File: src/hdl/stable_priority_sorted_queue_macros.svh
// ---------------------------------------------------------------------------
// Assertion macros for the stable priority sorted queue
// Shorthand for clocked checks that are disabled while reset is held.
// ---------------------------------------------------------------------------
`ifndef STABLE_PRIORITY_SORTED_QUEUE_MACROS_SVH
`define STABLE_PRIORITY_SORTED_QUEUE_MACROS_SVH

// Check that an expression holds at every clock edge outside reset.
`define SPSQ_ASSERT_ALWAYS(label, expr, msg) \
  label: assert property (@(posedge clk) disable iff (!rst_n) (expr)) else $error(msg);

// Check that a condition implies a consequence in the same cycle.
`define SPSQ_ASSERT_IMPLY(label, cond, cons, msg) \
  label: assert property (@(posedge clk) disable iff (!rst_n) (cond) |-> (cons)) \
    else $error(msg);

`endif

File: src/hdl/spsq_pkg.sv
// ---------------------------------------------------------------------------
// Stable priority sorted queue package
// Sizes, codes and the structs shared by the cell chain and the top level.
// ---------------------------------------------------------------------------
package spsq_pkg;

  localparam int ENTRIES  = 16;
  localparam int ID_W     = 4;
  localparam int PRIO_W   = 8;
  localparam int CNT_W    = $clog2(ENTRIES + 1);
  localparam int ID_COUNT = 1 << ID_W;

  typedef enum logic {
    CMD_ADD    = 1'b0,
    CMD_REMOVE = 1'b1
  } cmd_t;

  typedef enum logic [1:0] {
    STATUS_OK     = 2'd0,
    STATUS_FULL   = 2'd1,
    STATUS_DUP    = 2'd2,
    STATUS_ABSENT = 2'd3
  } status_t;

  typedef enum logic {
    ST_IDLE  = 1'b0,
    ST_APPLY = 1'b1
  } state_t;

  // Contents of one cell.
  typedef struct packed {
    logic              valid;
    logic [ID_W-1:0]   id;
    logic [PRIO_W-1:0] prio;
  } cell_data_t;

  // Command broadcast to every cell of the chain.
  typedef struct packed {
    logic              add_en;
    logic              remove_en;
    logic [ID_W-1:0]   id;
    logic [PRIO_W-1:0] prio;
  } cell_ctl_t;

endpackage

File: src/hdl/spsq_cell.sv
// ---------------------------------------------------------------------------
// Queue cell
// Holds one slot of the sorted queue and shifts toward either neighbor.
// ---------------------------------------------------------------------------
module spsq_cell
  import spsq_pkg::*;
(
  input  logic       clk,
  input  logic       rst_n,
  input  cell_ctl_t  ctl,
  input  cell_data_t left_d,
  input  logic       left_gt,
  input  cell_data_t right_d,
  input  logic       passed_in,
  output cell_data_t own_d,
  output logic       own_gt,
  output logic       passed_out
);

  logic              valid_r, valid_nxt;
  logic [ID_W-1:0]   id_r, id_nxt;
  logic [PRIO_W-1:0] prio_r, prio_nxt;
  logic              match;

  assign own_d      = '{valid: valid_r, id: id_r, prio: prio_r};
  // An empty slot sorts after everything, so the new entry lands after its equals.
  assign own_gt     = !valid_r || (prio_r > ctl.prio);
  assign match      = valid_r && (id_r == ctl.id);
  assign passed_out = passed_in | match;

  always_comb begin
    priority if (ctl.add_en && left_gt) begin
      valid_nxt = left_d.valid;
      id_nxt    = left_d.id;
      prio_nxt  = left_d.prio;
    end else if (ctl.add_en && own_gt) begin
      valid_nxt = 1'b1;
      id_nxt    = ctl.id;
      prio_nxt  = ctl.prio;
    end else if (ctl.remove_en && passed_out) begin
      valid_nxt = right_d.valid;
      id_nxt    = right_d.id;
      prio_nxt  = right_d.prio;
    end else begin
      valid_nxt = valid_r;
      id_nxt    = id_r;
      prio_nxt  = prio_r;
    end
  end

  always_ff @(posedge clk) begin
    if (!rst_n) begin
      valid_r <= 1'b0;
    end else begin
      valid_r <= valid_nxt;
    end
  end

  always_ff @(posedge clk) begin
    id_r   <= id_nxt;
    prio_r <= prio_nxt;
  end

endmodule

File: src/hdl/stable_priority_sorted_queue.sv
// ---------------------------------------------------------------------------
// Stable priority sorted queue
// Chain of cells keeping entry identifiers sorted by ascending priority.
// ---------------------------------------------------------------------------
// Usage: each transfer on the in_ channel is one command. in_tuser selects
// add (0) or remove (1); in_tdata carries the identifier and, for an add,
// its priority. Entries of equal priority keep their arrival order.
// Every command yields exactly one transfer on the out_ channel with the
// status, the head entry after the command and the entry count.
// Timing: a command is registered when taken and applied to all cells in the
// apply state, where each cell compares in parallel and shifts by one slot;
// the result is presented in the cycle after the apply. The block takes no
// new command while one is in its apply state.
// Stall: the block takes a new command while a result still waits, but it
// holds that command in its apply cycle until the pending result has been
// transferred. The head fields read straight from the first cell, which
// cannot change while a result is pending.
// Reset: synchronous, active low; the queue comes up empty with no result
// pending.
// ---------------------------------------------------------------------------
`include "stable_priority_sorted_queue_macros.svh"

module stable_priority_sorted_queue
  import spsq_pkg::*;
(
  input  logic        clk,
  input  logic        rst_n,
  input  logic        in_tvalid,
  output logic        in_tready,
  input  logic [15:0] in_tdata,   // [3:0] entry_id, [11:4] priority_req, [15:12] zero
  input  logic        in_tuser,   // [0] cmd
  output logic        out_tvalid,
  input  logic        out_tready,
  output logic [23:0] out_tdata   // [1:0] status, [2] head_valid, [6:3] head_id,
                                  // [14:7] head_priority, [19:15] entry_count,
                                  // [23:20] zero
);

  state_t              state_r, state_nxt;
  cmd_t                cmd_r;
  logic [ID_W-1:0]     id_r;
  logic [PRIO_W-1:0]   prio_r;
  logic [CNT_W-1:0]    count_r, count_nxt;
  logic [ID_COUNT-1:0] present_r, present_nxt;
  status_t             status_r, status_c;
  logic                out_valid_r, out_valid_nxt;
  logic                in_fire, apply_fire, slot_free;
  cell_ctl_t           ctl;

  cell_data_t          cell_d [ENTRIES];
  logic [ENTRIES-1:0]  cell_gt;
  logic [ENTRIES:0]    passed;
  logic [ENTRIES-1:0]  cell_valid;
  logic                head_valid;

  assign in_fire    = in_tvalid && in_tready;
  assign slot_free  = !out_valid_r || out_tready;
  assign apply_fire = (state_r == ST_APPLY) && slot_free;

  // Next state.
  always_comb begin
    state_nxt = state_r;
    unique case (state_r)
      ST_IDLE:  if (in_tvalid) state_nxt = ST_APPLY;
      ST_APPLY: if (slot_free) state_nxt = ST_IDLE;
      default:  state_nxt = ST_IDLE;
    endcase
  end

  // State outputs.
  always_comb begin
    unique case (state_r)
      ST_IDLE:  in_tready = 1'b1;
      ST_APPLY: in_tready = 1'b0;
      default:  in_tready = 1'b0;
    endcase
  end

  always_ff @(posedge clk) begin
    if (!rst_n) begin
      state_r <= ST_IDLE;
    end else begin
      state_r <= state_nxt;
    end
  end

  always_ff @(posedge clk) begin
    if (in_fire) begin
      cmd_r  <= cmd_t'(in_tuser);
      id_r   <= in_tdata[ID_W-1:0];
      prio_r <= in_tdata[ID_W +: PRIO_W];
    end
  end

  // Fullness is checked before duplication.
  always_comb begin
    priority if (cmd_r == CMD_ADD && count_r == CNT_W'(ENTRIES)) begin
      status_c = STATUS_FULL;
    end else if (cmd_r == CMD_ADD && present_r[id_r]) begin
      status_c = STATUS_DUP;
    end else if (cmd_r == CMD_REMOVE && !present_r[id_r]) begin
      status_c = STATUS_ABSENT;
    end else begin
      status_c = STATUS_OK;
    end
  end

  assign ctl.add_en    = apply_fire && (cmd_r == CMD_ADD) && (status_c == STATUS_OK);
  assign ctl.remove_en = apply_fire && (cmd_r == CMD_REMOVE) && (status_c == STATUS_OK);
  assign ctl.id        = id_r;
  assign ctl.prio      = prio_r;

  always_comb begin
    count_nxt   = count_r;
    present_nxt = present_r;
    if (ctl.add_en) begin
      count_nxt          = count_r + CNT_W'(1);
      present_nxt[id_r]  = 1'b1;
    end else if (ctl.remove_en) begin
      count_nxt          = count_r - CNT_W'(1);
      present_nxt[id_r]  = 1'b0;
    end
  end

  always_comb begin
    out_valid_nxt = out_valid_r;
    if (apply_fire) begin
      out_valid_nxt = 1'b1;
    end else if (out_tready) begin
      out_valid_nxt = 1'b0;
    end
  end

  always_ff @(posedge clk) begin
    if (!rst_n) begin
      count_r     <= '0;
      present_r   <= '0;
      out_valid_r <= 1'b0;
    end else begin
      count_r     <= count_nxt;
      present_r   <= present_nxt;
      out_valid_r <= out_valid_nxt;
    end
  end

  always_ff @(posedge clk) begin
    if (apply_fire) begin
      status_r <= status_c;
    end
  end

  // Cell chain: slot 0 is the head of the queue.
  assign passed[0] = 1'b0;

  for (genvar i = 0; i < ENTRIES; i++) begin : g_cell
    cell_data_t left_d;
    cell_data_t right_d;
    logic       left_gt;

    if (i == 0) begin : g_first
      assign left_d  = '0;
      assign left_gt = 1'b0;
    end else begin : g_inner
      assign left_d  = cell_d[i-1];
      assign left_gt = cell_gt[i-1];
    end

    if (i == ENTRIES - 1) begin : g_last
      assign right_d = '0;
    end else begin : g_body
      assign right_d = cell_d[i+1];
    end

    spsq_cell u_cell (
      .clk        (clk),
      .rst_n      (rst_n),
      .ctl        (ctl),
      .left_d     (left_d),
      .left_gt    (left_gt),
      .right_d    (right_d),
      .passed_in  (passed[i]),
      .own_d      (cell_d[i]),
      .own_gt     (cell_gt[i]),
      .passed_out (passed[i+1])
    );

    assign cell_valid[i] = cell_d[i].valid;
  end

  assign head_valid = (count_r != '0);

  assign out_tvalid = out_valid_r;
  assign out_tdata  = {4'b0,
                       count_r,
                       head_valid ? cell_d[0].prio : {PRIO_W{1'b0}},
                       head_valid ? cell_d[0].id : {ID_W{1'b0}},
                       head_valid,
                       status_r};

  `SPSQ_ASSERT_ALWAYS(a_count_cells, $countones(cell_valid) == count_r, "count disagrees with occupied cells")
  `SPSQ_ASSERT_ALWAYS(a_count_mask, $countones(present_r) == count_r, "count disagrees with presence mask")
  `SPSQ_ASSERT_IMPLY(a_head_match, head_valid, cell_d[0].valid && present_r[cell_d[0].id], "head cell not marked present")
  `SPSQ_ASSERT_IMPLY(a_hold_pending, out_valid_r && !out_tready, !ctl.add_en && !ctl.remove_en, "queue changed under a pending result")

endmodule
File: config.mk
export PLATFORM = sky130hd
export DESIGN_NAME = stable_priority_sorted_queue
export DESIGN_NICKNAME = d
export VERILOG_FILES = /design/src/hdl/spsq_pkg.sv /design/src/hdl/spsq_cell.sv /design/src/hdl/stable_priority_sorted_queue.sv
export VERILOG_INCLUDE_DIRS = /design/src /design/src/hdl
export SDC_FILE = /design/constraint.sdc
export NUM_CORES = 1
export LEC_CHECK = 0
export ABC_AREA = 1
export BUFFER_PORTS_ARGS = -buffer_cell sky130_fd_sc_hd__buf_2
export CORE_ASPECT_RATIO = 2
export CORE_MARGIN = 4
export CORE_UTILIZATION = 50
export DETAILED_ROUTE_END_ITERATION = 12
export PLACE_DENSITY = 0.64
export SKIP_LAST_GASP = 1
export SYNTH_ARGS = -nofsm -noshare
export SYNTH_HDL_FRONTEND = slang
export SYNTH_SLANG_ARGS = --single-unit
File: constraint.sdc
create_clock -name clk -period 9.02 [get_ports clk]
set_clock_uncertainty 0.05 [all_clocks]
set_input_delay 0.451 -clock clk [delete_from_list [all_inputs] [get_ports clk]]
set_output_delay 0.451 -clock clk [all_outputs]
set_load 0.05 [all_outputs]
======== Yosys cells after proc, flatten, opt, wreduce, memory -nomap -nowiden ========
Index checks and enable logic that the tools add are counted.
cells by class
  add/sub/neg operators ................... 2
  $mul .................................... 0
  div/mod/pow operators ................... 0
  magnitude comparators ................... 18
  equality and inequality tests ........... 17
  shift-type cells ........................ 0
  multiplexer cells ....................... 160
  bitwise logic cells ..................... 20
  reduce and logical (&&, ||, !) cells .... 113
operators with widths
  operator                                                              count
  8-bit 2-to-1 mux                                                      48
  4-bit 2-to-1 mux                                                      48
  8-bit greater-than comparator                                         16
  4-bit equality test                                                   16
  1-bit logical AND                                                     58
  1-bit 2-to-1 mux                                                      53
  3-bit nonzero test                                                    15
  16-bit 2-to-1 mux                                                     2
  1-bit logical NOT                                                     18
  1-bit logical OR                                                      17
  16-bit bitwise AND                                                    1
  16-bit NOT                                                            1
  16-bit OR                                                             1
  1-bit OR                                                              15
  5-bit 2-to-1 mux                                                      2
  2-bit 2-to-1 mux                                                      3
  2-bit nonzero test                                                    3
  5-bit by 1-bit adder with 5-bit output, second input constant         1
  5-bit equality test, second input constant                            1
  4-bit by 5-bit < comparator with 1-bit output, second input constant  1
  5-bit nonzero test                                                    1
  5-bit by 1-bit subtractor with 5-bit output, second input constant    1
  1-bit binary-select mux with 4-bit select                             1
  1-bit demux with 4-bit select                                         1
  other kinds (4)                                                       6
word-level totals
  bits in registers ....................... 246
  latch bits .............................. 0
  RAM bits ................................ 0
  bits in read-only memories .............. 0
  input port bits ......................... 21
  output and inout port bits .............. 26
  word-level logic and storage cells ...... 386
  memories ................................ 0

======== Longest topological paths before layout ========
  depth in word-level cells ............... 21
  mapped depth ............................ 26
  gate-level depth less buffers ........... 20

======== By module ========
Synthesis repeated with hierarchy kept, for this count alone.
unflattened totals
  cell total of the unflattened synthesis .. 2531
  area total of the unflattened synthesis .. 18456.5 µm²
by module, submodules not included
  module                        instances  cells each  area an instance (µm²)  seq. area each (µm²)
  spsq_cell                     16         143         1032.2                  380.4
  stable_priority_sorted_queue  1          243         1940.6                  910.9

======== Worst setup path after synthesis ========
No wires, ideal clock.
  kind .................................... reg-to-reg
  from .................................... register id_r[1]
  to ...................................... register count_r[4]
  setup time .............................. 122 ps
  arrival ................................. 4045 ps
  data required time ...................... 8848 ps
  slack ................................... 4803 ps
  cell stages (with the launch flop) ...... 23
  buffers on the path ..................... 5
  clock period less this slack ............ 4217 ps
  cells stage by stage .................... edfxtp_1 -> inv_1 -> clkbuf_1 -> clkbuf_1 -> nor2_1 -> clkbuf_1 -> a22oi_1 -> o221ai_1 -> a311oi_1 -> ha_1 -> a31oi_1 -> nor3_4 -> nand2_4 -> buf_6 -> clkbuf_1 -> fa_1 -> inv_1 -> o21ai_0 -> a21oi_1 -> a21oi_1 -> o21ai_0 -> o21ai_0 -> a21oi_1
between the ends
  longest elaborated chain between the ends .. 10
  elaborated cells between the ends (all ways) .. 13
  those cells by class .................... mux (6); reduce/logical (7)
ends and longest elaborated chain
  element                                                 RTL line                                                                  RTL
  start: declaration                                      stable_priority_sorted_queue.sv:41                                        logic [ID_W-1:0] id_r;
  start signal: assignment                                stable_priority_sorted_queue.sv:90                                        id_r <= in_tdata[ID_W-1:0];
  1-bit binary-select mux with 4-bit select (*)           stable_priority_sorted_queue.sv:99, stable_priority_sorted_queue.sv:101
  1-bit 2-to-1 mux (implied by the code) (*)              stable_priority_sorted_queue.sv:99, stable_priority_sorted_queue.sv:101
  1-bit logical NOT                                       stable_priority_sorted_queue.sv:101                                       end else if (cmd_r == CMD_REMOVE && !present_r[id_r]) begin
  1-bit logical AND                                       stable_priority_sorted_queue.sv:101
  2-bit 2-to-1 mux                                        stable_priority_sorted_queue.sv:101
  2-bit 2-to-1 mux (*)                                    stable_priority_sorted_queue.sv:99                                        end else if (cmd_r == CMD_ADD && present_r[id_r]) begin
  2-bit 2-to-1 mux (*)                                    stable_priority_sorted_queue.sv:97                                        priority if (cmd_r == CMD_ADD && count_r == CNT_W'(ENTRIES)) begin
  via status_c[1]                                         stable_priority_sorted_queue.sv:45                                        status_t status_r, status_c;
  2-bit logical NOT (*)                                   stable_priority_sorted_queue.sv:108, stable_priority_sorted_queue.sv:109
  1-bit logical AND (on tied branches)                    stable_priority_sorted_queue.sv:108, stable_priority_sorted_queue.sv:109
  5-bit 2-to-1 mux or 2-bit nonzero test (tied branches)  --
  end signal: assignment                                  stable_priority_sorted_queue.sv:140                                       count_r <= count_nxt;
  end: declaration                                        stable_priority_sorted_queue.sv:43                                        logic [CNT_W-1:0] count_r, count_nxt;
The timed path passes the listed nets; every way through them passes the cells marked *. The select of a mux whose other input is x is not followed.
A chain may end at the register's enable or synchronous reset.

======== Worst setup path in the final report ========
  from .................................... register id_r[0]
  to ...................................... register g_cell[11].u_cell.prio_r[7], enable pin
between the ends
  elaborated cells between the ends (all ways) .. 50
  those cells by class .................... eq/ne (12); mux (5); bitwise (11); reduce/logical (22)
RTL lines
  element                                        RTL line                                                                  RTL
  1-bit binary-select mux with 4-bit select (*)  stable_priority_sorted_queue.sv:99, stable_priority_sorted_queue.sv:101
  1-bit 2-to-1 mux (implied by the code) (*)     stable_priority_sorted_queue.sv:99, stable_priority_sorted_queue.sv:101
  1-bit logical NOT                              stable_priority_sorted_queue.sv:101
  1-bit logical AND                              stable_priority_sorted_queue.sv:101
  2-bit 2-to-1 mux                               stable_priority_sorted_queue.sv:101
  2-bit 2-to-1 mux (*)                           stable_priority_sorted_queue.sv:99
  2-bit 2-to-1 mux (*)                           stable_priority_sorted_queue.sv:97
  via status_c[0]                                stable_priority_sorted_queue.sv:45
  2-bit logical NOT (*)                          stable_priority_sorted_queue.sv:108, stable_priority_sorted_queue.sv:109
  1-bit logical AND (on tied branches)           stable_priority_sorted_queue.sv:108, stable_priority_sorted_queue.sv:109
  1-bit logical AND (on tied branches)           spsq_cell.sv:32, spsq_cell.sv:36, spsq_cell.sv:40
  3-bit nonzero test (no source line) (*)        --
  end signal: assignment                         spsq_cell.sv:61                                                           prio_r <= prio_nxt;
  end: declaration                               spsq_cell.sv:22                                                           logic [PRIO_W-1:0] prio_r, prio_nxt;
Marks and branches as above.

==> impl_metrics.json <==
{
  "syn_area_per_cell_um2": 8.33,
  "fp.dieW_um": 134,
  "cts_buffer_depth": 3,
  "pre_cts_ws_ns": 2.81,
  "holdBufCountCts": 0,
  "p_leak_nw": 7.09,
  "setup_viol": 0,
  "numCtsBuffers": 24,
  "floorplan.initialDensity_pct": 50.5,
  "peakVddDrop_mv": 0.156,
  "dp_hpwl_mm": 36.7,
  "synth_common_cells": "352 x nand2_1, 317 x a21oi_1, 207 x edfxtp_1",
  "switching_share_pct": 26.9,
  "grt_pass1_vias": 13979,
  "power_density_mw_per_mm2": 165,
  "drv_slew": 0,
  "antenna_cells": 0,
  "pwr-share-comb_pct": 13.1,
  "hold_path_class": "in -> reg",
  "grt_pass1_wl_mm": 76.9,
  "place_area_mm2": 0.0163,
  "final.min_clock_period_ns": 6.33,
  "synth.most_common_cell": "nand2_1",
  "seq_power_share_pct": 46.7,
  "start_kind": "register",
  "synth-edff-count": 207,
  "layout.nets": 2042,
  "clkTransAtPathRegs_ns": 0.06,
  "synth_cells": 1906,
  "vias_per_cell": 6.05,
  "period_share_pct": 70.2,
  "cts_resized": 0,
  "antenna_found_initial": 1,
  "holdWs_ns": 0.0443,
  "route.vias.total": 14092,
  "ys_types": 48,
  "yosysTopAreaCell": "edfxtp_1",
  "portBuffers": 38,
  "wl_mm": 51.0,
  "ctsRootBufferMaster": "clkbuf_16",
  "place_congestion": 0.868,
  "wl_per_cell_um": 21.9,
  "ys_seq_area_share_pct": 44.1,
  "p_switching_uw": 763,
  "num_rows": 92,
  "crit_fanout": 34,
  "fmax_mhz": 158,
  "rsz0062_at_grt": "no",
  "fin_ws_ns": 2.69,
  "synth_top_cells_by_area": "edfxtp_1 39%, ha_1 10%, a21oi_1 10%, nand2_1 8.3%, o21ai_0 6.4%",
  "core-area_mm2": 0.0314,
  "netlist.area_leader.share_pct": 39.2,
  "drtAntennaViolNets": 0,
  "tightest_slew_ns": 1.13,
  "finalHoldViolCount": 0,
  "grt_usage_pct": 28.7,
  "grt_remaining_overflow": 0,
  "end_kind": "register",
  "fin_area_mm2": 0.0172,
  "synth_area_mm2": 0.0159,
  "design.die.area_mm2": 0.0348,
  "syn_to_final_growth_pct": 8.14,
  "max_slew_margin_pct": 24.7,
  "dr.first_iter.drc_count": 1211,
  "postCtsSetupRepairBufs": 0,
  "path_class": "reg -> reg",
  "place_inst": 2285,
  "cts_tree": "done",
  "synth_warnings": 0,
  "crit_required_ns": 9.13,
  "die_h_um": 260,
  "worstSkewPairLatency_ns": 0.54,
  "grt_max_degree": 53,
  "synthFlopType": "edfxtp_1",
  "cp.arrival_ns": 6.44,
  "pin_count": 47,
  "cts.sinks": 246,
  "drive_gt1_share_pct": 6.93,
  "async_reset_ff_share_pct": 0,
  "htree_levels": 1,
  "route.detailed.drc": 0,
  "p_int_mw": 2.07,
  "status": "finished clean",
  "ys_ff_latch": 246,
  "p_clk_share_pct": 40.2,
  "drv_cap": 0,
  "drtPass1Iterations": 8,
  "tns_ns": 0,
  "final_cells": 2329
}
[registers in the layout, summed over array words and instances, names as in the netlist, named ones only]
name,flops
g_cell.u_cell.prio_r,128
g_cell.u_cell.id_r,64
g_cell.u_cell.valid_r,16
prio_r,8
count_r,5
id_r,4
status_r,2
cmd_r,1
out_tvalid,1
state_r,1
[power groups by stage]
stage	registers, mW	logic (mW)	clock network, mW
floorplan	1.33	0.263	0
global placement	1.34	0.357	0
detailed placement	1.35	0.368	0
CTS	1.32	0.369	1.15
global route	1.32	0.412	1.19
finish	1.32	0.371	1.14
[area by class of cell]
cell class,instances,area [um2]
Fill cell,2945,14300
Multi-Input combinational cell,1370,7680
Sequential cell,246,7000
Clock buffer,33,696
Inverter,178,668
Tap cell,423,529
Timing Repair Buffer,68,415
Clock inverter,11,178
[worst max-delay path, cell delays in order, from the launching register on]
cell and delay [ns]:
edfxtp_1 0.83, inv_1 0.09, buf_4 0.28, nor2_1 0.51, inv_1 0.13, o221ai_1 0.17
nand2_1 0.07, a21oi_1 0.16, a311oi_1 0.08, ha_1 0.23, inv_1 0.05, nand2_1 0.09
nor3_4 0.37, nand2_4 0.36, a21oi_2 0.94, inv_1 0.73, nand3_1 0.75
[layer usage]
layer	wire length (um)	global-route usage [%]
met3	2540	2.86
met5	0	0
met2	27500	55.2
met1	16600	27.9
met4	4250	20.1
[metrics by stage]
| step | power, mW | util (%) |
|---|---|---|
| floorplan | 1.59 | - |
| global placement | 1.70 | 51.8 |
| detailed placement | 1.71 | 51.8 |
| CTS | 2.84 | 54.6 |
| global route | 2.93 | 54.6 |
| finish | 2.83 | 54.6 |
[cell usage in the layout, fill, tap and decap left out, types with 2 or more instances in the layout]
| cell | count |
|---|---|
| a31oi_1 | 9 |
| o221ai_1 | 5 |
| bufinv_16 | 5 |
| a21oi_1 | 317 |
| o21ai_1 | 40 |
| xnor2_1 | 7 |
| clkbuf_16 | 25 |
| nor2_2 | 2 |
| edfxtp_1 | 207 |
| clkinv_2 | 4 |
| buf_4 | 30 |
| nand4_1 | 17 |
| o21a_1 | 3 |
| o211ai_1 | 28 |
| o2111ai_1 | 2 |
| ha_1 | 132 |
| o21bai_1 | 2 |
| nand3_1 | 43 |
| a22oi_1 | 6 |
| conb_1 | 4 |
| nor3_1 | 3 |
| o21ai_0 | 204 |
| a211oi_1 | 6 |
| dfxtp_1 | 39 |
| inv_2 | 9 |
| a311oi_1 | 9 |
| nand2_1 | 352 |
| xor2_1 | 6 |
| nor2_1 | 119 |
| clkinv_1 | 4 |
| a2111oi_0 | 2 |
| a21oi_2 | 7 |
| inv_1 | 167 |
| clkbuf_8 | 4 |
| o22ai_1 | 27 |
| clkbuf_1 | 4 |
| buf_2 | 38 |
| a221oi_1 | 6 |
[path summary, 6_finish.rpt]
check	depth (start not counted)	start	end	slack, ns
min	1	in_tdata[4]	prio_r[0]	0.04
max	16	id_r[0]	g_cell[11].u_cell.prio_r[7]	2.69
min reg2reg	2	register	register	0.41
max reg2reg	16	id_r[0]	g_cell[11].u_cell.prio_r[7]	2.69
[cells by family (layout without fill, tap and decap cells)]
family,after synthesis,in the layout,share of synthesized area [%]
adder cells (fa/ha/maj),133,133,10.5
flip-flops,246,246,44.1
buffers and inverters,293,290,7.59
other,1,4,0.0236
XOR/XNOR,13,13,0.717
AO/OA/AOI/OAI,675,675,23.1
AND/OR/NAND/NOR,545,545,13.9
Note: power is estimated with default switching activity, not from simulation.
